<file path="config.mk">
export PLATFORM = sky130hd
export DESIGN_NAME = header_value_tokenizer_flat
export DESIGN_NICKNAME = d
export VERILOG_FILES = /design/src/sv/hvt_pkg.sv /design/src/sv/hvt_if.sv /design/src/sv/hvt_front.sv /design/src/sv/hvt_queue.sv /design/src/sv/hvt_back.sv /design/src/sv/header_value_tokenizer.sv /design/src/flat_wrapper.sv
export VERILOG_INCLUDE_DIRS = /design/src /design/src/sv
export SDC_FILE = /design/constraint.sdc
export NUM_CORES = 1
export LEC_CHECK = 0
export ABC_CLOCK_PERIOD_IN_PS = 6900
export BUFFER_PORTS_ARGS = -buffer_cell sky130_fd_sc_hd__buf_4
export CORE_UTILIZATION = 35
export DETAILED_ROUTE_END_ITERATION = 10
export GPL_TIMING_DRIVEN = 0
export PLACE_DENSITY_LB_ADDON = 0.1
export SLEW_MARGIN = 25
export SYNTH_ARGS = -nofsm -noshare
export SYNTH_HDL_FRONTEND = slang
export SYNTH_SLANG_ARGS = --single-unit
</file>
<file path="constraint.sdc">
create_clock -name clk -period 6.9 [get_ports clk]
set_input_delay 0.69 -clock clk [delete_from_list [all_inputs] [get_ports clk]]
set_output_delay 0.69 -clock clk [all_outputs]
set_load 0.02 [all_outputs]
</file>
<file path="src/sv/header_value_tokenizer_assert.svh">
// assertion macros for the header value tokenizer
`ifndef HEADER_VALUE_TOKENIZER_ASSERT_SVH
`define HEADER_VALUE_TOKENIZER_ASSERT_SVH

// same-cycle implication, checked out of reset
`define HVT_ASSERT_SAME(lbl, ante, cons, msg) \
    lbl: assert property (@(posedge clk) disable iff (!rst_n) (ante) |-> (cons)) \
        else $error(msg);

// next-cycle implication, checked out of reset
`define HVT_ASSERT_NEXT(lbl, ante, cons, msg) \
    lbl: assert property (@(posedge clk) disable iff (!rst_n) (ante) |=> (cons)) \
        else $error(msg);

`endif

</file>
<file path="src/sv/hvt_pkg.sv">
// shared types and constants of the header value tokenizer
package hvt_pkg;

    localparam int MAX_COMMENT_DEPTH = 15;
    localparam logic [3:0] DEPTH_CAP =
        4'((MAX_COMMENT_DEPTH < 15) ? MAX_COMMENT_DEPTH : 15);

    localparam logic [7:0] CH_DQUOTE = 8'h22;
    localparam logic [7:0] CH_GT     = 8'h3e;
    localparam logic [7:0] CH_LT     = 8'h3c;
    localparam logic [7:0] CH_SEMI   = 8'h3b;
    localparam logic [7:0] CH_EQ     = 8'h3d;
    localparam logic [7:0] CH_LPAREN = 8'h28;
    localparam logic [7:0] CH_RPAREN = 8'h29;
    localparam logic [7:0] CH_SPACE  = 8'h20;

    localparam logic [2:0] ERR_NONE       = 3'd0;
    localparam logic [2:0] ERR_EMPTY_QUOT = 3'd1;
    localparam logic [2:0] ERR_EMPTY_URI  = 3'd2;
    localparam logic [2:0] ERR_SECOND_EQ  = 3'd3;
    localparam logic [2:0] ERR_NESTED_URI = 3'd4;
    localparam logic [2:0] ERR_STRAY_GT   = 3'd5;
    localparam logic [2:0] ERR_COMMENT    = 3'd6;

    localparam int RUN_MAX = 4;

    typedef enum logic [2:0] {
        KIND_APPEND     = 3'd0,
        KIND_WORD       = 3'd1,
        KIND_DISCARD    = 3'd2,
        KIND_PNAME      = 3'd3,
        KIND_PNAME_ONLY = 3'd4,
        KIND_PVALUE     = 3'd5,
        KIND_OK         = 3'd6,
        KIND_REJECT     = 3'd7
    } kind_t;

    // all events caused by one character; append only in slot 0, reject only last
    typedef struct packed {
        kind_t [RUN_MAX-1:0] kinds;
        logic [2:0]          cnt;
        logic [7:0]          ch;
        logic [2:0]          err;
    } run_t;

    typedef struct packed {
        logic       in_quote;
        logic       in_uri;
        logic       in_param;
        logic [3:0] comment_depth;
        logic       token_nonempty;
        logic       param_name_set;
        logic       value_failed;
    } tok_state_t;

endpackage

</file>
<file path="src/sv/hvt_if.sv">
// valid/ready channel interfaces for characters and token events
interface hvt_in_if;
    logic       valid;
    logic       ready;
    logic [7:0] ch;
    logic       last;
    modport source (output valid, output ch, output last, input ready);
    modport sink (input valid, input ch, input last, output ready);
endinterface

interface hvt_out_if;
    logic       valid;
    logic       ready;
    logic [2:0] kind;
    logic [7:0] char_out;
    logic [2:0] error_code;
    logic       last_of_run;
    modport source (output valid, output kind, output char_out, output error_code,
                    output last_of_run, input ready);
    modport sink (input valid, input kind, input char_out, input error_code,
                  input last_of_run, output ready);
endinterface

</file>
<file path="src/sv/hvt_front.sv">
// front end: accepts characters, keeps tokenizer state, builds event runs
module hvt_front
    import hvt_pkg::*;
(
    input  logic        clk,
    input  logic        rst_n,
    hvt_in_if.sink      din,
    input  logic        q_full,
    output logic        push,
    output run_t        push_run,
    output tok_state_t  status
);

    tok_state_t st_reg;
    tok_state_t st_next;
    run_t       run_c;
    logic [2:0] err_c;
    logic       app_c;
    logic       endc_hit;
    logic       accept;

    assign din.ready = !q_full;
    assign accept    = din.valid && din.ready;
    assign push      = accept && (run_c.cnt != 3'd0);
    assign push_run  = run_c;
    assign status    = st_reg;

    always_comb
    begin
        st_next  = st_reg;
        run_c    = '0;
        run_c.ch = din.ch;
        err_c    = ERR_NONE;
        app_c    = 1'b0;
        endc_hit = 1'b0;

        if (st_reg.value_failed)
        begin
            if (din.last)
                st_next = '0;
        end
        else
        begin
            app_c = st_reg.in_uri || (st_reg.in_quote && din.ch != CH_DQUOTE) ||
                    (din.ch != CH_SPACE && din.ch != CH_DQUOTE && din.ch != CH_SEMI &&
                     din.ch != CH_LPAREN && din.ch != CH_RPAREN &&
                     !(din.ch == CH_EQ && st_reg.in_param) &&
                     st_reg.comment_depth == 4'd0);
            if (app_c)
            begin
                run_c.kinds[0]         = KIND_APPEND;
                run_c.cnt              = 3'd1;
                st_next.token_nonempty = 1'b1;
            end

            // token boundaries, only outside comments
            if (st_reg.comment_depth == 4'd0)
            begin
                if (st_reg.in_quote || st_reg.in_uri)
                begin
                    endc_hit = st_reg.in_quote ? (din.ch == CH_DQUOTE) : (din.ch == CH_GT);
                    if (endc_hit && !st_reg.in_param)
                    begin
                        if (!st_next.token_nonempty)
                            err_c = st_reg.in_quote ? ERR_EMPTY_QUOT : ERR_EMPTY_URI;
                        else
                        begin
                            run_c.kinds[run_c.cnt[1:0]] = KIND_WORD;
                            run_c.cnt                   = run_c.cnt + 3'd1;
                            st_next.token_nonempty      = 1'b0;
                        end
                    end
                end
                else if (din.ch == CH_SPACE)
                begin
                    if (st_next.token_nonempty)
                    begin
                        run_c.kinds[run_c.cnt[1:0]] =
                            st_reg.in_param ? KIND_DISCARD : KIND_WORD;
                        run_c.cnt = run_c.cnt + 3'd1;
                    end
                    st_next.token_nonempty = 1'b0;
                end
                else if (st_reg.in_param)
                begin
                    if (din.ch == CH_EQ)
                    begin
                        if (st_reg.param_name_set)
                            err_c = ERR_SECOND_EQ;
                        else if (st_next.token_nonempty)
                        begin
                            run_c.kinds[run_c.cnt[1:0]] = KIND_PNAME;
                            run_c.cnt                   = run_c.cnt + 3'd1;
                            st_next.param_name_set      = 1'b1;
                            st_next.token_nonempty      = 1'b0;
                        end
                    end
                    else if (din.ch == CH_SEMI)
                    begin
                        run_c.kinds[run_c.cnt[1:0]] =
                            st_next.param_name_set ? KIND_PVALUE : KIND_PNAME_ONLY;
                        run_c.cnt              = run_c.cnt + 3'd1;
                        st_next.token_nonempty = 1'b0;
                        st_next.param_name_set = 1'b0;
                    end
                end
                else if (din.ch == CH_SEMI && st_next.token_nonempty)
                begin
                    run_c.kinds[run_c.cnt[1:0]] = KIND_WORD;
                    run_c.cnt                   = run_c.cnt + 3'd1;
                    st_next.token_nonempty      = 1'b0;
                end
            end

            // mode changes
            if (err_c == ERR_NONE)
            begin
                if (din.ch == CH_DQUOTE)
                    st_next.in_quote = !st_reg.in_quote;
                else if (din.ch == CH_LT)
                begin
                    if (st_reg.in_uri)
                        err_c = ERR_NESTED_URI;
                    else
                        st_next.in_uri = 1'b1;
                end
                else if (din.ch == CH_GT)
                begin
                    if (!st_reg.in_uri)
                        err_c = ERR_STRAY_GT;
                    else
                        st_next.in_uri = 1'b0;
                end
                else if (din.ch == CH_LPAREN)
                begin
                    if (st_reg.comment_depth >= DEPTH_CAP)
                        err_c = ERR_COMMENT;
                    else
                        st_next.comment_depth = st_reg.comment_depth + 4'd1;
                end
                else if (din.ch == CH_RPAREN)
                begin
                    if (st_reg.comment_depth == 4'd0)
                        err_c = ERR_COMMENT;
                    else
                        st_next.comment_depth = st_reg.comment_depth - 4'd1;
                end
                else if (!st_reg.in_uri && !st_reg.in_quote && din.ch == CH_SEMI)
                    st_next.in_param = 1'b1;
            end

            if (err_c != ERR_NONE)
            begin
                run_c.kinds[run_c.cnt[1:0]] = KIND_REJECT;
                run_c.cnt                   = run_c.cnt + 3'd1;
                run_c.err                   = err_c;
                if (din.last)
                    st_next = '0;
                else
                    st_next.value_failed = 1'b1;
            end
            else if (din.last)
            begin
                if (st_next.in_param)
                begin
                    run_c.kinds[run_c.cnt[1:0]] =
                        st_next.param_name_set ? KIND_PVALUE : KIND_PNAME_ONLY;
                    run_c.cnt = run_c.cnt + 3'd1;
                end
                else if (st_next.token_nonempty)
                begin
                    run_c.kinds[run_c.cnt[1:0]] = KIND_WORD;
                    run_c.cnt                   = run_c.cnt + 3'd1;
                end
                run_c.kinds[run_c.cnt[1:0]] = KIND_OK;
                run_c.cnt                   = run_c.cnt + 3'd1;
                st_next                     = '0;
            end
        end
    end

    always_ff @(posedge clk or negedge rst_n)
    begin
        if (!rst_n)
            st_reg <= '0;
        else if (accept)
            st_reg <= st_next;
    end

endmodule

</file>
<file path="src/sv/hvt_queue.sv">
// two-entry queue of event runs between front and back end
module hvt_queue
    import hvt_pkg::*;
(
    input  logic clk,
    input  logic rst_n,
    input  logic push,
    input  run_t push_run,
    output logic full,
    input  logic pop,
    output logic head_valid,
    output run_t head
);

    run_t       mem_reg [2];
    logic       wr_ptr_reg;
    logic       rd_ptr_reg;
    logic [1:0] count_reg;
    logic [1:0] count_next;

    assign full       = (count_reg == 2'd2);
    assign head_valid = (count_reg != 2'd0);
    assign head       = mem_reg[rd_ptr_reg];

    always_comb
    begin
        count_next = count_reg;
        if (push && !pop)
            count_next = count_reg + 2'd1;
        else if (pop && !push)
            count_next = count_reg - 2'd1;
    end

    always_ff @(posedge clk)
    begin
        if (push)
            mem_reg[wr_ptr_reg] <= push_run;
    end

    always_ff @(posedge clk or negedge rst_n)
    begin
        if (!rst_n)
        begin
            wr_ptr_reg <= 1'b0;
            rd_ptr_reg <= 1'b0;
            count_reg  <= 2'd0;
        end
        else
        begin
            if (push)
                wr_ptr_reg <= !wr_ptr_reg;
            if (pop)
                rd_ptr_reg <= !rd_ptr_reg;
            count_reg <= count_next;
        end
    end

endmodule

</file>
<file path="src/sv/hvt_back.sv">
// back end: walks each run and sends one event beat per cycle while the sink is ready
module hvt_back
    import hvt_pkg::*;
(
    input  logic       clk,
    input  logic       rst_n,
    input  logic       head_valid,
    input  run_t       head,
    output logic       pop,
    hvt_out_if.source  dout
);

    logic       out_valid_reg;
    kind_t      kind_reg;
    logic [7:0] char_reg;
    logic [2:0] err_reg;
    logic       lor_reg;
    logic [1:0] idx_reg;
    logic       load;
    logic       last_ev;
    kind_t      cur_kind;

    assign load     = head_valid && (!out_valid_reg || dout.ready);
    assign last_ev  = ({1'b0, idx_reg} == (head.cnt - 3'd1));
    assign pop      = load && last_ev;
    assign cur_kind = head.kinds[idx_reg];

    assign dout.valid       = out_valid_reg;
    assign dout.kind        = kind_reg;
    assign dout.char_out    = char_reg;
    assign dout.error_code  = err_reg;
    assign dout.last_of_run = lor_reg;

    always_ff @(posedge clk)
    begin
        if (load)
        begin
            kind_reg <= cur_kind;
            char_reg <= (cur_kind == KIND_APPEND) ? head.ch : 8'd0;
            err_reg  <= (cur_kind == KIND_REJECT) ? head.err : ERR_NONE;
            lor_reg  <= last_ev;
        end
    end

    always_ff @(posedge clk or negedge rst_n)
    begin
        if (!rst_n)
        begin
            out_valid_reg <= 1'b0;
            idx_reg       <= 2'd0;
        end
        else if (load)
        begin
            out_valid_reg <= 1'b1;
            idx_reg       <= last_ev ? 2'd0 : idx_reg + 2'd1;
        end
        else if (dout.ready)
            out_valid_reg <= 1'b0;
    end

endmodule

</file>
<file path="src/sv/header_value_tokenizer.sv">
// top level of the header value tokenizer
// Takes one character beat per cycle while the run queue has room; last marks the
// final character of a header value. It sends token event beats: append, word done,
// discard, parameter name and completion, value accepted or rejected with an error code.
// A character causes zero to three events; last_of_run flags the final event of a
// character. The front end classifies a character combinationally and accepts a new
// one every cycle while the two-entry run queue has room. The back end sends one
// event beat per cycle through its output register while the sink is ready; a
// character with no events puts no run into the queue. With an empty queue the first
// event of a character passes through the run queue and then the output register
// before it is offered. No clearing pass after reset.
`include "header_value_tokenizer_assert.svh"

module header_value_tokenizer
    import hvt_pkg::*;
(
    input  logic       clk,
    input  logic       rst_n,
    hvt_in_if.sink     din,
    hvt_out_if.source  dout
);

    // run handoff between front end, queue and back end
    logic       push;
    run_t       push_run;
    logic       q_full;
    logic       pop;
    logic       head_valid;
    run_t       head;
    tok_state_t front_status;

    // front end: tokenizer state and event classification
    hvt_front u_front (
        .clk      (clk),
        .rst_n    (rst_n),
        .din      (din),
        .q_full   (q_full),
        .push     (push),
        .push_run (push_run),
        .status   (front_status)
    );

    // decouples character intake from event delivery
    hvt_queue u_queue (
        .clk        (clk),
        .rst_n      (rst_n),
        .push       (push),
        .push_run   (push_run),
        .full       (q_full),
        .pop        (pop),
        .head_valid (head_valid),
        .head       (head)
    );

    // back end: serializes each run onto the output channel
    hvt_back u_back (
        .clk        (clk),
        .rst_n      (rst_n),
        .head_valid (head_valid),
        .head       (head),
        .pop        (pop),
        .dout       (dout)
    );

    // a queued run always holds between one and four events
    `HVT_ASSERT_SAME(a_run_count, head_valid, (head.cnt != 3'd0) && (head.cnt <= 3'd4), "run count out of range")
    // the final character of a value leaves the tokenizer at reset state
    `HVT_ASSERT_NEXT(a_last_clears, din.valid && din.ready && din.last, front_status == '0, "state not cleared after last")
    // a rejection carries a code and ends its run
    `HVT_ASSERT_SAME(a_reject_code, dout.valid && (dout.kind == KIND_REJECT), (dout.error_code != ERR_NONE) && dout.last_of_run, "bad reject beat")

endmodule

</file>
<file path="src/flat_wrapper.sv">
// flat-port wrapper written by rule: the top's interface ports become plain ports
module header_value_tokenizer_flat import hvt_pkg::*;
  (clk, rst_n, din_valid, din_ch, din_last, din_ready, dout_valid, dout_kind, dout_char_out, dout_error_code, dout_last_of_run, dout_ready);
  hvt_in_if din_i ();
  hvt_out_if dout_i ();
  input  logic clk;
  input  logic rst_n;
  input wire logic [$bits(din_i.valid)-1:0] din_valid;
  input wire logic [$bits(din_i.ch)-1:0] din_ch;
  input wire logic [$bits(din_i.last)-1:0] din_last;
  output wire logic [$bits(din_i.ready)-1:0] din_ready;
  output wire logic [$bits(dout_i.valid)-1:0] dout_valid;
  output wire logic [$bits(dout_i.kind)-1:0] dout_kind;
  output wire logic [$bits(dout_i.char_out)-1:0] dout_char_out;
  output wire logic [$bits(dout_i.error_code)-1:0] dout_error_code;
  output wire logic [$bits(dout_i.last_of_run)-1:0] dout_last_of_run;
  input wire logic [$bits(dout_i.ready)-1:0] dout_ready;
  assign din_i.valid = din_valid;
  assign din_i.ch = din_ch;
  assign din_i.last = din_last;
  assign din_ready = din_i.ready;
  assign dout_valid = dout_i.valid;
  assign dout_kind = dout_i.kind;
  assign dout_char_out = dout_i.char_out;
  assign dout_error_code = dout_i.error_code;
  assign dout_last_of_run = dout_i.last_of_run;
  assign dout_i.ready = dout_ready;
  header_value_tokenizer u_core (.clk(clk), .rst_n(rst_n), .din(din_i), .dout(dout_i));
endmodule
</file>
==> out/metrics.yaml <==
routing:
  wl_met1_um: 5300
  drtPass1Iterations: 4
  wl_met3_um: 409
  routedWlPerCell_um: 17.2
  post_drt_via_cell_ratio: 5.39
  ant_nets: 0
  vias: 3496
  drc: 0
  highest_layer: "met4"
  wl_met2_um: 5220
  routed_wl_um: 11100
  drt-initial-drc-count: 188
power:
  ir_drop_uv: 139
  leakage_nw: 2.08
  p_per_area_nw_per_um2: 444
placement:
  dp.cells: 633
  post-dp-hpwl_um: 8290
  gp_congestion: 0.876
  port_buffers: 28
  dpl_cell_area_um2: 5280
clocking:
  clkSinkCount: 84
  htreeDepth: 3
  post_cts_buffers: 0
  clockBufferDepth: 2
  insertion_delay_ns: 0.34
  numCtsBuffers: 9
  postCtsHoldBufs: 0
  cts.repair.resized: 0
  cts_tree: "yes"
  cts_root_buf: "clkbuf_16"
  path_clk_slew_ns: 0.06
logic_synthesis:
  synth_edf_count: 67
  netlist_instances: 427
  ys_ff_latch: 84
  avgSynthCellArea_um2: 11.2
  yosysWarnings: 0
  seq_area_frac_synth_pct: 50.8
  async_reset_ff_share_pct: 20.2
  syn_nets: 457
  synth_cell_types: 78
  synth_flop_cell: "edfxtp_1"
  synth_area_um2: 4800
critical_path:
  end_kind: "flip-flop"
  critPathSlowestCell: "and2_2"
  crit_type: "in -> reg"
  max_stage_delay_ns: 0.64
  cp_data_arrival_time_ns: 6.12
  path_max_fanout: 26
  critical_path_required_ns: 6.87
  start_kind: "input port"
  cp_top_family: "compound AO/OA/AOI/OAI gates"
  worstPathCellList: "buf_4 -> or3b_1 -> buf_6 -> o31a_1 -> or2_1 -> nor2_1 -> a21oi_1 -> ha_1 -> o21ai_0 -> a21oi_1 -> o21ai_0 -> o211ai_2 -> ha_1 -> nand2_1 -> o21ai_0 -> ha_1 -> a2111o_1 -> o311a_4 -> a311oi_4 -> and2_2"
  worst_r2r_startpoint: "u_core.u_front.status[3]"
  path_buf_inv: 2
  startpoint: "din_ch[7]"
sta:
  hold_viol: 0
  rsz0062_at_grt: "false"
  fin_worst_skew_ns: 0.00805
  fmax_mhz: 163
  setup_viol: 0
  relSlewSlack_pct: 37.9
  tightest_slew_ns: 0.923
  period_share_pct: 89.1
  finalCriticalPeriod_ns: 6.15
  fin_setup_tns_ns: 0
  final_max_slew_viol_count: 0
finish:
  final_nets: 498
  final_common_cell: "edfxtp_1"
  fillers: 1290
  mostFrequentLayoutCells: "edfxtp_1, nor2_1, buf_4"
  multi_input_area_um2: 2200
  drive_above_1_share_pct: 16.7
  diodes: 0
  synthToLayoutAreaGrowth_pct: 16.4
  final_area_um2: 5590
  layout.cells.non_filler: 649
  fin_util_pct: 42.0
  seq_area_um2: 2440
  largest_register_ffs: 52
die:
  num_io_pins: 30
  initial_core_util_pct: 36.1
  die-height_um: 119
  num_rows: 42
  fp.coreArea_um2: 13300
  die-area_um2: 14200
  die_w_um: 119
global_route:
  grt_pass1_wl_um: 18200
  antenna_found_initial: 0
  grt_pass1_vias: 3515
  grt_overflow: 0
  grt_max_degree: 27
  track_usage_pct: 16.6
hold_path:
  min_path_type: "in -> async"
run:
  drv_cap: 0
status:
  status: "finished clean"
==> through the flow <==
step                      power (mW)  hold slack [ns]  setup WS [ns]
after detailed placement        2.01            0.490          0.403
after global placement          1.98            0.469         -0.994
final                           2.48            0.208          0.753
after CTS                       2.52            0.207          0.739
after global routing            2.66            0.223          0.409
after floorplan                 1.68            0.394          0.674
==> cells in the mapped netlist, drive strengths merged, types with 3 or more instances <==
library cell / count / area share, %
nand3: 7 / 0.73
dfrtp: 17 / 8.9
a21oi: 28 / 3.0
and3: 5 / 0.65
ha: 16 / 4.2
nor3: 16 / 1.7
nor2b: 5 / 0.65
a211oi: 4 / 0.63
o21ai: 21 / 2.2
edfxtp: 67 / 42
or3: 6 / 0.99
and2: 4 / 0.52
a21o: 4 / 0.63
nand2b: 7 / 0.91
inv: 14 / 1.1
mux4: 6 / 2.8
o31ai: 3 / 0.47
nand3b: 3 / 0.47
xor2: 5 / 0.91
a311oi: 3 / 0.91
nand4: 7 / 0.91
nand2: 28 / 2.3
nor2: 38 / 3.0
buf: 8 / 0.89
mux2i: 16 / 3.3
a31oi: 3 / 0.39
mux2: 3 / 0.70
a22o: 3 / 0.55
xnor2: 8 / 1.5
o21a: 3 / 0.47
clkbuf: 22 / 1.7
==> power by group <==
group | leakage, nW | internal (mW) | switching [mW]
Clock | 0.147 | 0.285 | 0.207
Sequential | 0.849 | 0.808 | 0.0679
Combinational | 1.09 | 0.464 | 0.651
==> layout make-up <==
| type | count | area share (%) |
|---|---|---|
| flip-flops and latches | 84 | 43.6 |
| multi-input cells | 299 | 39.3 |
| repair buffers | 30 | 4.45 |
| clock buffers | 9 | 4.03 |
| well taps | 176 | 3.94 |
| plain buffers | 30 | 2.24 |
| clock inverters | 7 | 1.45 |
| inverters | 14 | 0.940 |
==> metal layers <==
| layer | up-vias | GRT usage [%] |
|---|---|---|
| met5 | - | 0 |
| met2 | 79 | 26.5 |
| met3 | 16 | 2.68 |
| met1 | 1702 | 22.0 |
| li1 | 1699 | - |
| met4 | 0 | 7.99 |
==> kinds of logic after synthesis <==
| kind of cell | share of synthesized area (%) |
|---|---|
| AND/OR/NAND/NOR | 15.4 |
| AO/OA/AOI/OAI | 16.3 |
| flip-flops | 50.8 |
| buffers and inverters | 3.70 |
| multiplexers | 6.85 |
| adder cells (fa/ha/maj) | 4.59 |
| XOR/XNOR | 2.37 |
==> final timing paths <==
check | end | slack, ns | cells after the start
max in group asynchronous | u_core.u_back.idx_reg[1] | 6.47 | 1
min in group clk | u_core.u_queue.count_reg[1] | 0.50 | 1
max reg2reg | u_core.u_queue.mem_reg[1][20] | 1.07 | 19
min | u_core.u_front.status[6] | 0.21 | 1
max | u_core.u_queue.mem_reg[1][20] | 0.75 | 20
min reg2reg | u_core.u_queue.count_reg[1] | 0.50 | 1
Note: power is estimated with default switching activity, not from simulation.
